===== config.mk =====
export PLATFORM = sky130hd
export DESIGN_NAME = gradient_stop_color_lookup_core_flat
export DESIGN_NICKNAME = d
export VERILOG_FILES = /design/src/rtl/gscl_pkg.sv /design/src/rtl/gscl_if.sv /design/src/rtl/gscl_ctrl.sv /design/src/rtl/gscl_dp.sv /design/src/rtl/gradient_stop_color_lookup_core.sv /design/src/flat_wrapper.sv
export SDC_FILE = /design/constraint.sdc
export NUM_CORES = 2
export LEC_CHECK = 0
export ABC_AREA = 0
export CAP_MARGIN = 10
export CORE_UTILIZATION = 45
export CTS_CLUSTER_SIZE = 25
export DETAILED_ROUTE_END_ITERATION = 10
export DONT_BUFFER_PORTS = 1
export GPL_TIMING_DRIVEN = 0
export PLACE_DENSITY = 0.69
export SLEW_MARGIN = 30
export SYNTH_ARGS = -nofsm -noshare
export SYNTH_HDL_FRONTEND = slang
export SYNTH_SLANG_ARGS = --single-unit

===== constraint.sdc =====
create_clock -name clk -period 8.38 [get_ports clk]
set_input_delay 0.838 -clock clk [delete_from_list [all_inputs] [get_ports clk]]
set_output_delay 0.838 -clock clk [all_outputs]
set_load 0.03 [all_outputs]

===== src/rtl/gscl_pkg.sv =====
// ----------------------------------------------------------------------------
// gscl_pkg: gradient stop color lookup shared definitions
// Widths, beat layouts, controller states and the command/status bundles
// that join the controller and the datapath.
// ----------------------------------------------------------------------------
package gscl_pkg;

	// table geometry
	localparam int MAX_STOPS = 16;
	localparam int IDX_W     = $clog2(MAX_STOPS);
	localparam int CNT_W     = $clog2(MAX_STOPS + 1);
	localparam int CFG_W     = 5;

	// field widths
	localparam int POS_W    = 16;
	localparam int CH_W     = 8;
	localparam int NUM_CH   = 4;
	localparam int CHSEL_W  = $clog2(NUM_CH);
	localparam int BIT_W    = $clog2(CH_W);
	localparam int PROD_W   = CH_W + POS_W;
	localparam int NUM_W    = PROD_W + 1;
	localparam int DSH_W    = POS_W + CH_W - 1;

	// command codes
	localparam logic CMD_WRITE  = 1'b0;
	localparam logic CMD_LOOKUP = 1'b1;

	typedef logic [CH_W-1:0] chan_t;
	typedef chan_t [NUM_CH-1:0] color_t;

	typedef struct packed {
		logic [POS_W-1:0] pos;
		color_t           col;
	} stop_t;

	typedef struct packed {
		logic             command;
		logic [3:0]       stop_index;
		logic [POS_W-1:0] stop_position;
		chan_t            stop_red;
		chan_t            stop_green;
		chan_t            stop_blue;
		chan_t            stop_alpha;
		logic [POS_W-1:0] query_position;
	} req_beat_t;

	typedef struct packed {
		logic  color_valid;
		chan_t out_red;
		chan_t out_green;
		chan_t out_blue;
		chan_t out_alpha;
	} rsp_beat_t;

	typedef enum logic [2:0] {
		ST_IDLE,
		ST_SCAN,
		ST_DRAIN,
		ST_EVAL,
		ST_MUL,
		ST_LOAD,
		ST_DIV,
		ST_DONE
	} state_t;

	// controller to datapath
	typedef struct packed {
		logic wr;
		logic start;
		logic rd;
		logic pick;
		logic ch_init;
		logic mul;
		logic load;
		logic div;
		logic emit;
	} ctrl_cmd_t;

	// datapath to controller
	typedef struct packed {
		logic n_zero;
		logic scan_last;
		logic have_lo;
		logic have_hi;
		logic div_last;
		logic ch_last;
		logic out_busy;
	} dp_stat_t;

endpackage


===== src/rtl/gscl_if.sv =====
// ----------------------------------------------------------------------------
// gscl_if: request and response channels
// Valid/ready channels carrying one request beat and one response beat.
// ----------------------------------------------------------------------------
interface gscl_req_if;
	import gscl_pkg::*;

	logic      valid;
	logic      ready;
	req_beat_t payload;

	modport source (output valid, output payload, input ready);
	modport sink (input valid, input payload, output ready);
endinterface

interface gscl_rsp_if;
	import gscl_pkg::*;

	logic      valid;
	logic      ready;
	rsp_beat_t payload;

	modport source (output valid, output payload, input ready);
	modport sink (input valid, input payload, output ready);
endinterface


===== src/rtl/gscl_ctrl.sv =====
// ----------------------------------------------------------------------------
// gscl_ctrl: lookup sequencer
// Issues stop writes and steps a lookup through table scan, per-channel
// multiply and divide, and hands the finished color to the output register.
// ----------------------------------------------------------------------------
module gscl_ctrl (
	input  logic                 clk,
	input  logic                 arst_n,
	input  logic                 req_valid,
	input  logic                 req_command,
	output logic                 req_ready,
	input  gscl_pkg::dp_stat_t   stat,
	output gscl_pkg::ctrl_cmd_t  cmd
);
	import gscl_pkg::*;

	state_t state_q;
	state_t state_nxt;
	logic   acc;

	assign acc = req_valid && req_ready;

	// state register
	always_ff @(posedge clk or negedge arst_n) begin
		if (!arst_n) begin
			state_q <= ST_IDLE;
		end else begin
			state_q <= state_nxt;
		end
	end

	// next state
	always_comb begin
		state_nxt = state_q;
		case (state_q)
			ST_IDLE: begin
				if (acc && req_command == CMD_LOOKUP) begin
					state_nxt = stat.n_zero ? ST_DONE : ST_SCAN;
				end
			end
			ST_SCAN: begin
				if (stat.scan_last) begin
					state_nxt = ST_DRAIN;
				end
			end
			ST_DRAIN: begin
				state_nxt = ST_EVAL;
			end
			ST_EVAL: begin
				state_nxt = (stat.have_lo && stat.have_hi) ? ST_MUL : ST_DONE;
			end
			ST_MUL: begin
				state_nxt = ST_LOAD;
			end
			ST_LOAD: begin
				state_nxt = ST_DIV;
			end
			ST_DIV: begin
				if (stat.div_last) begin
					state_nxt = stat.ch_last ? ST_DONE : ST_MUL;
				end
			end
			ST_DONE: begin
				if (!stat.out_busy) begin
					state_nxt = ST_IDLE;
				end
			end
			default: begin
				state_nxt = ST_IDLE;
			end
		endcase
	end

	// command outputs
	always_comb begin
		cmd       = '0;
		req_ready = 1'b0;
		case (state_q)
			ST_IDLE: begin
				req_ready = 1'b1;
				cmd.wr    = acc && req_command == CMD_WRITE;
				cmd.start = acc && req_command == CMD_LOOKUP;
			end
			ST_SCAN: begin
				cmd.rd = 1'b1;
			end
			ST_DRAIN: begin
				cmd = '0;
			end
			ST_EVAL: begin
				cmd.pick    = !(stat.have_lo && stat.have_hi);
				cmd.ch_init = stat.have_lo && stat.have_hi;
			end
			ST_MUL: begin
				cmd.mul = 1'b1;
			end
			ST_LOAD: begin
				cmd.load = 1'b1;
			end
			ST_DIV: begin
				cmd.div = 1'b1;
			end
			ST_DONE: begin
				cmd.emit = !stat.out_busy;
			end
			default: begin
				cmd = '0;
			end
		endcase
	end

endmodule


===== src/rtl/gscl_dp.sv =====
// ----------------------------------------------------------------------------
// gscl_dp: stop table and interpolation datapath
// Holds the stop table, tracks the nearest stops on each side during a scan,
// and interpolates one channel at a time with a restoring divider.
// ----------------------------------------------------------------------------
module gscl_dp (
	input  logic                        clk,
	input  logic                        arst_n,
	input  gscl_pkg::ctrl_cmd_t         cmd,
	output gscl_pkg::dp_stat_t          stat,
	input  gscl_pkg::req_beat_t         req_beat,
	input  logic                        cfg_we,
	input  logic [gscl_pkg::CFG_W-1:0]  cfg_wdata,
	output gscl_pkg::rsp_beat_t         rsp_beat,
	output logic                        rsp_valid,
	input  logic                        rsp_ready
);
	import gscl_pkg::*;

	// control state
	logic [CFG_W-1:0]   cfg_q;
	logic [IDX_W-1:0]   addr_q;
	logic               rd_vld_s1;
	logic               have_lo_q;
	logic               have_hi_q;
	logic [CHSEL_W-1:0] ch_q;
	logic [BIT_W-1:0]   bit_q;
	logic               rsp_valid_q;

	// payload state
	stop_t              mem [MAX_STOPS];
	stop_t              rd_s1;
	logic [POS_W-1:0]   qpos_q;
	logic [POS_W-1:0]   lo_pos_q;
	logic [POS_W-1:0]   hi_pos_q;
	color_t             lo_col_q;
	color_t             hi_col_q;
	logic [PROD_W-1:0]  prod_a_s1;
	logic [PROD_W-1:0]  prod_b_s1;
	logic [NUM_W-1:0]   rem_q;
	logic [DSH_W-1:0]   dsh_q;
	logic [CH_W-1:0]    quot_q;
	logic               rslt_vld_q;
	color_t             rslt_col_q;
	rsp_beat_t          out_q;

	logic [CNT_W-1:0]   n_sat;
	logic               single;
	stop_t              wr_entry;
	logic               lo_upd;
	logic               hi_upd;
	logic [POS_W-1:0]   span;
	logic [POS_W-1:0]   np_q;
	logic [POS_W-1:0]   q_pp;
	logic               ge;
	logic [CH_W-1:0]    quot_nxt;

	// stop count, saturated to the table depth
	always_comb begin
		n_sat  = (cfg_q > CFG_W'(MAX_STOPS)) ? CNT_W'(MAX_STOPS) : CNT_W'(cfg_q);
		single = n_sat == CNT_W'(1);
	end

	always_ff @(posedge clk or negedge arst_n) begin
		if (!arst_n) begin
			cfg_q <= '0;
		end else if (cfg_we) begin
			cfg_q <= cfg_wdata;
		end
	end

	// stop table, one write port and one registered read port
	assign wr_entry = '{pos: req_beat.stop_position,
	                    col: {req_beat.stop_alpha, req_beat.stop_blue,
	                          req_beat.stop_green, req_beat.stop_red}};

	always_ff @(posedge clk) begin
		if (cmd.wr && (CNT_W'(req_beat.stop_index) < CNT_W'(MAX_STOPS))) begin
			mem[req_beat.stop_index[IDX_W-1:0]] <= wr_entry;
		end
		if (cmd.rd) begin
			rd_s1 <= mem[addr_q];
		end
	end

	// nearest stop below and above the query, first index wins on ties
	always_comb begin
		lo_upd = single || ((rd_s1.pos < qpos_q) && (!have_lo_q || rd_s1.pos > lo_pos_q));
		hi_upd = !single && (rd_s1.pos > qpos_q) && (!have_hi_q || rd_s1.pos < hi_pos_q);
	end

	// interpolation operands
	always_comb begin
		span     = hi_pos_q - lo_pos_q;
		np_q     = hi_pos_q - qpos_q;
		q_pp     = qpos_q - lo_pos_q;
		ge       = rem_q >= NUM_W'(dsh_q);
		quot_nxt = {quot_q[CH_W-2:0], ge};
	end

	// sequencing counters and flags
	always_ff @(posedge clk or negedge arst_n) begin
		if (!arst_n) begin
			addr_q      <= '0;
			rd_vld_s1   <= 1'b0;
			have_lo_q   <= 1'b0;
			have_hi_q   <= 1'b0;
			ch_q        <= '0;
			bit_q       <= '0;
			rsp_valid_q <= 1'b0;
		end else begin
			rd_vld_s1 <= cmd.rd;
			if (cmd.start) begin
				addr_q    <= '0;
				have_lo_q <= 1'b0;
				have_hi_q <= 1'b0;
			end else begin
				if (cmd.rd) begin
					addr_q <= addr_q + IDX_W'(1);
				end
				if (rd_vld_s1 && lo_upd) begin
					have_lo_q <= 1'b1;
				end
				if (rd_vld_s1 && hi_upd) begin
					have_hi_q <= 1'b1;
				end
			end
			if (cmd.ch_init) begin
				ch_q <= '0;
			end else if (cmd.div && bit_q == '0) begin
				ch_q <= ch_q + CHSEL_W'(1);
			end
			if (cmd.load) begin
				bit_q <= BIT_W'(CH_W - 1);
			end else if (cmd.div) begin
				bit_q <= bit_q - BIT_W'(1);
			end
			if (cmd.emit) begin
				rsp_valid_q <= 1'b1;
			end else if (rsp_ready) begin
				rsp_valid_q <= 1'b0;
			end
		end
	end

	// bounding stops, products, divider and result holding registers
	always_ff @(posedge clk) begin
		if (cmd.start) begin
			qpos_q <= req_beat.query_position;
		end
		if (rd_vld_s1 && lo_upd) begin
			lo_pos_q <= rd_s1.pos;
			lo_col_q <= rd_s1.col;
		end
		if (rd_vld_s1 && hi_upd) begin
			hi_pos_q <= rd_s1.pos;
			hi_col_q <= rd_s1.col;
		end
		if (cmd.mul) begin
			prod_a_s1 <= PROD_W'(lo_col_q[ch_q]) * PROD_W'(np_q);
			prod_b_s1 <= PROD_W'(hi_col_q[ch_q]) * PROD_W'(q_pp);
		end
		if (cmd.load) begin
			rem_q  <= NUM_W'(prod_a_s1) + NUM_W'(prod_b_s1) + NUM_W'(span >> 1);
			dsh_q  <= DSH_W'(span) << (CH_W - 1);
			quot_q <= '0;
		end else if (cmd.div) begin
			if (ge) begin
				rem_q <= rem_q - NUM_W'(dsh_q);
			end
			dsh_q  <= dsh_q >> 1;
			quot_q <= quot_nxt;
		end
		if (cmd.start) begin
			rslt_vld_q <= 1'b0;
			rslt_col_q <= '0;
		end else if (cmd.pick) begin
			if (have_lo_q && !have_hi_q) begin
				rslt_vld_q <= 1'b1;
				rslt_col_q <= lo_col_q;
			end else if (have_hi_q && !have_lo_q) begin
				rslt_vld_q <= 1'b1;
				rslt_col_q <= hi_col_q;
			end
		end else if (cmd.ch_init) begin
			rslt_vld_q <= 1'b1;
		end else if (cmd.div && bit_q == '0) begin
			rslt_col_q[ch_q] <= quot_nxt;
		end
		if (cmd.emit) begin
			out_q <= '{color_valid: rslt_vld_q,
			           out_red:     rslt_col_q[0],
			           out_green:   rslt_col_q[1],
			           out_blue:    rslt_col_q[2],
			           out_alpha:   rslt_col_q[3]};
		end
	end

	// status back to the controller
	always_comb begin
		stat.n_zero    = n_sat == '0;
		stat.scan_last = CNT_W'(addr_q) == (n_sat - CNT_W'(1));
		stat.have_lo   = have_lo_q;
		stat.have_hi   = have_hi_q;
		stat.div_last  = bit_q == '0;
		stat.ch_last   = ch_q == CHSEL_W'(NUM_CH - 1);
		stat.out_busy  = rsp_valid_q && !rsp_ready;
	end

	assign rsp_beat  = out_q;
	assign rsp_valid = rsp_valid_q;

endmodule


===== src/rtl/gradient_stop_color_lookup_core.sv =====
// ----------------------------------------------------------------------------
// gradient_stop_color_lookup_core: gradient stop color lookup
// Stores gradient stops and returns the color at a query position, linearly
// interpolated between the nearest stops below and above it.
// ----------------------------------------------------------------------------
//  channel  | kind        | beat
//  req      | valid/ready | command, stop write fields, query position
//  rsp      | valid/ready | color_valid and RGBA, one beat per lookup
//  cfg      | write only  | stops_in_use
//
//  a stop write is done on acceptance; a lookup steps through accept, reads of
//  the n stops in use, drain and evaluate, then per channel multiply, load and
//  an 8-step divider, and finally loads the response register once rsp is free
//  one-sided lookups skip the channel steps, an empty table goes straight to done
//  the response register lets a new request in while a color waits on rsp
//  arst_n clears the controller, counters and stop count; the table is not
//  cleared and holds garbage until written
// ----------------------------------------------------------------------------
module gradient_stop_color_lookup_core (
	input  logic                        clk,
	input  logic                        arst_n,
	gscl_req_if.sink                    req,
	gscl_rsp_if.source                  rsp,
	input  logic                        cfg_we,
	input  logic [gscl_pkg::CFG_W-1:0]  cfg_wdata
);
	import gscl_pkg::*;

	ctrl_cmd_t cmd;
	dp_stat_t  stat;

	// sequencer
	gscl_ctrl u_ctrl (
		.clk         (clk),
		.arst_n      (arst_n),
		.req_valid   (req.valid),
		.req_command (req.payload.command),
		.req_ready   (req.ready),
		.stat        (stat),
		.cmd         (cmd)
	);

	// table and arithmetic
	gscl_dp u_dp (
		.clk       (clk),
		.arst_n    (arst_n),
		.cmd       (cmd),
		.stat      (stat),
		.req_beat  (req.payload),
		.cfg_we    (cfg_we),
		.cfg_wdata (cfg_wdata),
		.rsp_beat  (rsp.payload),
		.rsp_valid (rsp.valid),
		.rsp_ready (rsp.ready)
	);

	// an invalid color carries zero channels
	a_invalid_zero: assert property (@(posedge clk) disable iff (!arst_n)
		rsp.valid && !rsp.payload.color_valid |->
			rsp.payload.out_red == '0 && rsp.payload.out_green == '0 &&
			rsp.payload.out_blue == '0 && rsp.payload.out_alpha == '0)
		else $error("invalid color with nonzero channels");

	// a lookup keeps the request side closed on the next cycle
	a_lookup_busy: assert property (@(posedge clk) disable iff (!arst_n)
		req.valid && req.ready && req.payload.command == CMD_LOOKUP |=> !req.ready)
		else $error("request accepted during a lookup");

	// the response register is never overwritten while its beat waits
	a_no_overwrite: assert property (@(posedge clk) disable iff (!arst_n)
		cmd.emit |-> !rsp.valid || rsp.ready)
		else $error("pending color overwritten");

	// interpolation only runs with stops on both sides
	a_both_sides: assert property (@(posedge clk) disable iff (!arst_n)
		cmd.mul |-> stat.have_lo && stat.have_hi)
		else $error("interpolation without two bounding stops");

endmodule


===== src/flat_wrapper.sv =====
// flat-port wrapper written by rule: the top's interface ports become plain ports
module gradient_stop_color_lookup_core_flat import gscl_pkg::*;
  (clk, arst_n, cfg_we, cfg_wdata, req_valid, req_payload, req_ready, rsp_valid, rsp_payload, rsp_ready);
  gscl_req_if req_i ();
  gscl_rsp_if rsp_i ();
  input  logic clk;
  input  logic arst_n;
  input  logic cfg_we;
  input  logic [gscl_pkg::CFG_W-1:0] cfg_wdata;
  input wire logic [$bits(req_i.valid)-1:0] req_valid;
  input wire logic [$bits(req_i.payload)-1:0] req_payload;
  output wire logic [$bits(req_i.ready)-1:0] req_ready;
  output wire logic [$bits(rsp_i.valid)-1:0] rsp_valid;
  output wire logic [$bits(rsp_i.payload)-1:0] rsp_payload;
  input wire logic [$bits(rsp_i.ready)-1:0] rsp_ready;
  assign req_i.valid = req_valid;
  assign req_i.payload = req_payload;
  assign req_ready = req_i.ready;
  assign rsp_valid = rsp_i.valid;
  assign rsp_payload = rsp_i.payload;
  assign rsp_i.ready = rsp_ready;
  gradient_stop_color_lookup_core u_core (.clk(clk), .arst_n(arst_n), .req(req_i), .rsp(rsp_i), .cfg_we(cfg_we), .cfg_wdata(cfg_wdata));
endmodule

After elaboration in Yosys (flattened, before gate mapping)
Memories as Yosys holds them, arrays and structs flattened. A register that Yosys moved wholly into a read port is not among the register bits.
Cells that the tools add are included.
Word-level totals
  logic and storage cells: 165
  memories: 1
  memory bits (writable): 768
  output and inout port bits: 35
  bits in registers: 302
  bits of input ports: 79
Memory list
  u_core.u_dp.mem: depth 16, width 48, rd ports 1, clocked after memory_dff 1, wr ports 1, RTL line gscl_dp.sv:31  | stop_t mem [MAX_STOPS];
Operators by class
  multipliers: 2
  reduce and logical (&&, ||, !) cells: 39
  $add $sub $neg: 10
  bitwise operators: 1
  eq/ne operators: 16
  multiplexer cells: 52
  magnitude comparators: 8
Operators with widths (number)
  $mux W32: 5
  $mux W25: 3
  $mul A8 B16 Y24: 2
  $sub A16 B16 Y16: 3
  $mux W23: 2
  $bmux W8 S2: 2
  $bwmux W32: 1
  $gt A16 B16 Y1: 2
  $lt A16 B16 Y1: 2
  $add A24 B24 Y25: 1
  $add A25 B15 Y25: 1
  $ge A25 B23 Y1: 1
  $sub A25 B23 Y25: 1
  $mux W8: 3
  $pmux W3 S8: 1
  $mux W3: 7
  $mux W1: 18
  $reduce_bool A2 Y1: 9
  $demux W8 S2: 1
  $logic_and A1 B1 Y1: 14
  $eq A3 B3 Y1 const B: 4
  $mux W2: 6
  $mux W4: 2
  $eq A3 B2 Y1 const B: 2
  other kinds (23): 35

Logic depth before layout (Yosys ltp)
  depth in word-level cells: 9
  mapped depth: 29
  mapped depth without buffers: 29

Cells and area by module
A second synthesis with hierarchy kept.
Unflattened totals
  cells, all modules: 3729
  area total of the unflattened synthesis: 55831.0 µm²
By module, submodules not included
  gscl_dp: area an instance 55494.5 µm², cells each 3684, seq. area each 32921.6 µm², instances 1
  gscl_ctrl: area an instance 336.6 µm², cells each 45, seq. area each 75.1 µm², instances 1

Worst setup path after synthesis
OpenSTA, ideal clock, no wires.
  path kind: reg-to-reg
  start: reg u_core.u_ctrl.state_q[2]
  end: mem u_core.u_dp.mem[4][0] in the netlist's numbering (enable)
  setup slack: 1.462 ns
  path buffers: 1
  cell stages (with the launch flop): 7
  clock period less this slack: 6.918 ns
  arrival time: 6.340 ns
  data required time: 7.802 ns
  path through: dfrtp_1 -> clkbuf_1 -> nor3_1 -> nand2_1 -> nor2_1 -> nand2_1 -> nor4_1
On the way
  cells in the longest elaborated chain, start to end: 7
RTL lines
  start: declaration: RTL line gscl_ctrl.sv:17  | state_t state_q;
  start signal: assignment: RTL line gscl_ctrl.sv:28  | state_q <= state_nxt;
  $logic_not A3 Y1: RTL line gscl_ctrl.sv:78  | case (state_q)
  $mux W1: RTL line gscl_ctrl.sv:78
  named net req_ready: RTL line flat_wrapper.sv:12  | output wire logic [$bits(req_i.ready)-1:0] req_ready;
  $logic_and A1 B1 Y1: RTL line gscl_ctrl.sv:21  | assign acc = req_valid && req_ready;
  $logic_and A1 B1 Y1: RTL line gscl_ctrl.sv:81  | cmd.wr = acc && req_command == CMD_WRITE;
  $mux W2: RTL line gscl_ctrl.sv:78
  $mux W1: RTL line gscl_dp.sv:78  | if (cmd.wr && (CNT_W'(req_beat.stop_index) < CNT_W'(MAX_STOPS))) begin
  $mux W1 (implied by the code): RTL line gscl_dp.sv:79  | mem[req_beat.stop_index[IDX_W-1:0]] <= wr_entry;
  end: declaration: RTL line gscl_dp.sv:31
The timed path passes the listed nets, and every way through them passes these cells.

Worst setup path in the final report
  start: reg u_core.u_dp.ch_q[0]
  end: reg u_core.u_dp.prod_b_s1[22] (data pin)
On the way
  cells in the longest elaborated chain, start to end: 3
RTL lines
  start: declaration: RTL line gscl_dp.sv:26  | logic [CHSEL_W-1:0] ch_q;
  start signal: assignment: RTL line gscl_dp.sv:131  | ch_q <= ch_q + CHSEL_W'(1);
  $bmux W8 S2: RTL line gscl_dp.sv:161  | prod_b_s1 <= PROD_W'(hi_col_q[ch_q]) * PROD_W'(q_pp);
  $mux W8 (implied by the code): RTL line gscl_dp.sv:161
  $mul A8 B16 Y24: RTL line gscl_dp.sv:161
  end signal: assignment: RTL line gscl_dp.sv:161
  end: declaration: RTL line gscl_dp.sv:39  | logic [PROD_W-1:0] prod_b_s1;
No other way between the ends. The select of a mux whose other input is x is not followed.
A chain may end at the register's enable or synchronous reset.

==> results.md <==
* Net count after synthesis at between 4,000 and 5,000
* WHS at 0.1968 ns
* Final HPWL DP at 101.4 mm
* HP Start: req_payload[53]
* Final Wtd Congestion at 0.9032
* H-tree levels at 3
* Final instance area at around 63,000 sq um
* Share of the synthesized area in the top cell type at 57.02%
* Synthesized area at 55,300 sq um
* Core area at 121,900 sq um
* DRT iter0 DRCs at 3,425
* Worst min path class: in -> reg
* Crit path from: u_core.u_dp.ch_q[0]$_DFFE_PN0P_
* First-pass GRT wire length at 206.8 mm
* Syn Inst Count at 3,693
* Peak Freq at 124.9 MHz
* Count leader, synth: edfxtp_1
* Longest Clk Path Bufs at 3
* Ys flop type: edfxtp_1
* Synth cell types at 71
* Root buffer cell: clkbuf_16
* Num CTS Buffers at 107
* Largest cells by area after synthesis: edfxtp_1 57%, mux4_2 9.8%, fa_1 6.8%
* Uppermost layer routed: met4
* Status: finished clean
* Number of synthesized flops with an enable pin at roughly 1,100
* Nature of the critical path endpoint: register
* Crit Path Class: reg -> reg
* DR WL/cell at 24.53 um
* Max cap viols at 0
* Detailed-route DRC error count at 0
* Fin crit share at 95.54%
* Largest area contributor in the netlist: edfxtp_1
* Minimum clock period at between 8 and 9 ns
* Clk sinks at 1,118
* R2r startpoint: u_core.u_dp.ch_q[0]$_DFFE_PN0P_
* Post-layout util at approximately half
* Initial DRT Pass Iterations at 8
* TritonCTS clock tree: yes
* Total vias in the final route at ~32,000
* Post-Route Skew at 0.06692 ns
* Top cells by count, synth: 1,050 x edfxtp_1, 344 x inv_1, 333 x nor2_1
* Setup crit start kind: register
* Starting Density at 45.37%
* Largest net degree at the start of global routing at 33
* Relative slew slack at 33.67%
* Worst-Skew Late Latency at approximately 0.73 ns
* Hold Vio Cnt, Final at 0
* Post-DRT Antenna Nets at 0
* RSZ-0062 raised after global routing: no
* Die area at 124,300 sq um
* Number of vias per cell at 5.723
* Final worst setup slack at around 0.37 ns
* Post-Route WL at 138.6 mm
* Area after DPL at 59,100 sq um
* Die height at 352.6 um
* ANT cells at 0
* Ys async rst share at under 10%
* # setup viols final at 0
* Wire length on met2 at slightly below 70 mm
* IO Pins at 114
* Clock transition at the registers of the reported paths at 0.07 ns
* Critical path fanouts, max at 10
* Worst Path Required at 8.81 ns
* IO buf count at 0
* Met3 Routed Length at 10.78 mm
* Layout cell share with drive strength beyond 1 at 16.55%
* M1 WL at 56.18 mm
* Hold path depth at 0
* Die X at 352.6 um
* Worst R2R Path Depth at 23
* Total GRT Usage at 22.24%
* Dpl ws at approximately 0.024 ns
* Synth warnings at 0
* Post-synthesis register bit count at 1,118
* Avg Cell Area, Syn at about 15 sq um
* Total gr overflow at 0
* Initial antenna violation count at 2
* Vias in the first global route at 32,643
* Share of the yosys chip area belonging to registers at 59.67%
* Final Max Slew Viols at 0
* Standard-cell rows at approximately 130
* Slew @ Worst Pin at 0.9878 ns
* Nets at 4,446
* Synth-to-Final Area Change at 13.22%
* Worst Path Arrival at 8.44 ns
==> what timing repair did <==
| item | 4_1_cts | 5_1_grt |
|---|---|---|
| setup buffers | 0 | 0 |
| hold buffers | 2 | 0 |
| resized for setup | 1 | 1 |
| endpoints found under the hold margin | 21 | 0 |
| endpoints found under the setup margin | 2 | 2 |
==> cells in the final DEF, fill, tap and decap left out, types with 21 or more instances in the layout <==
cell type  Yosys  layout
a21o_1        39      39
a21oi_1      138     138
buf_16         0      25
buf_2          0      24
buf_4          0      73
clkbuf_1      92     108
clkbuf_16      0     107
clkinv_1       1      22
dfrtp_1       21      21
dfxtp_1       47      47
edfxtp_1    1050    1050
fa_1         188     188
ha_1         247     247
inv_1        344     344
mux2i_1       52      52
mux4_2       240     240
nand2_1      125     125
nand2b_1      44      44
nand3_1       55      55
nor2_1       333     325
nor3_1        55      44
o211ai_1      34      34
o21a_1        26      26
o21ai_0      121     115
or2_2         51      51
xnor2_1       66      65
xor2_1        53      53
==> critical path, cell delays in order (launching register included) <==
cell and delay (ns):
dfrtp_1 0.39, clkbuf_1 0.34, buf_1 0.52, clkbuf_2 0.46, mux2i_1 0.32, nand2_1 0.11, o21ai_2 0.28, clkbuf_1 0.52
nor2_1 0.17, fa_1 0.59, inv_1 0.06, fa_1 0.58, fa_1 0.44, fa_1 0.49, inv_1 0.04, ha_1 0.33
and2_1 0.21, a32o_1 0.27, a311oi_1 0.37, o31ai_1 0.18, o41ai_1 0.58, o21ai_0 0.18, a21oi_1 0.21, xnor2_1 0.08
==> sequential cells by signal, summed over array words and instances, names as in the netlist, 23 cells and up <==
name,flops
u_core.u_dp.dsh_q,23
u_core.u_dp.hi_col_q,32
u_core.u_dp.lo_col_q,32
u_core.u_dp.mem,768
u_core.u_dp.prod_a_s1,24
u_core.u_dp.prod_b_s1,24
u_core.u_dp.rd_s1,48
u_core.u_dp.rem_q,25
u_core.u_dp.rslt_col_q,32
u_core.u_dp.rsp_beat,33
==> path summary, 6_finish.rpt <==
check                           slack, ns                                    to
min in group asynchronous            0.59      u_core.u_dp.cfg_q[1]$_DFFE_PN0P_
worst min-delay path                 0.20      u_core.u_dp.mem[7][37]$_DFFE_PP_
max in group asynchronous            7.53  u_core.u_ctrl.state_q[1]$_DFFE_PN0P_
worst max-delay path                 0.37   u_core.u_dp.prod_b_s1[22]$_DFFE_PP_
worst min register to register       0.43    u_core.u_dp.rsp_beat[28]$_DFFE_PP_
worst max register to register       0.37   u_core.u_dp.prod_b_s1[22]$_DFFE_PP_
==> layer usage <==
metal	global-route usage, %	up-vias
met5	0	-
met4	5.522	0
met3	4.373	196
met2	37.39	1344
met1	29.68	16551
li1	-	14234
==> kinds of logic after synthesis <==
group	share of synthesized area, %
xor gates and xnor gates	1.885
adders and majority gates	12.39
and+or+nand+nor	6.319
muxes	11.12
DFF	59.67
AOI/OAI and AO/OA	5.428
buffers and inverters	3.183
==> per-stage QoR <==
step | TNS, ns | std cells
6_report | 0 | 5648
5_1_grt | 0 | 5648
4_1_cts | 0 | 5648
3_5_place_dp | 0 | 5446
3_3_place_gp | -1416.16 | 5318
2_1_floorplan | 0 | 3693
==> final cells by class <==
| class | instances | area, sq um |
|---|---|---|
| fill | 9808 | 59270 |
| sequential | 1118 | 33000 |
| multi-input combinational | 2106 | 20750 |
| clock buffer | 140 | 2861 |
| tap | 1625 | 2033 |
| timing repair buffer | 130 | 1573 |
| inverter | 345 | 1295 |
| clock inverter | 60 | 603.1 |
| buffer | 124 | 499.2 |
Power is not shown: default switching activity piles up to over one toggle a cycle in this logic, so the estimate is an artifact.
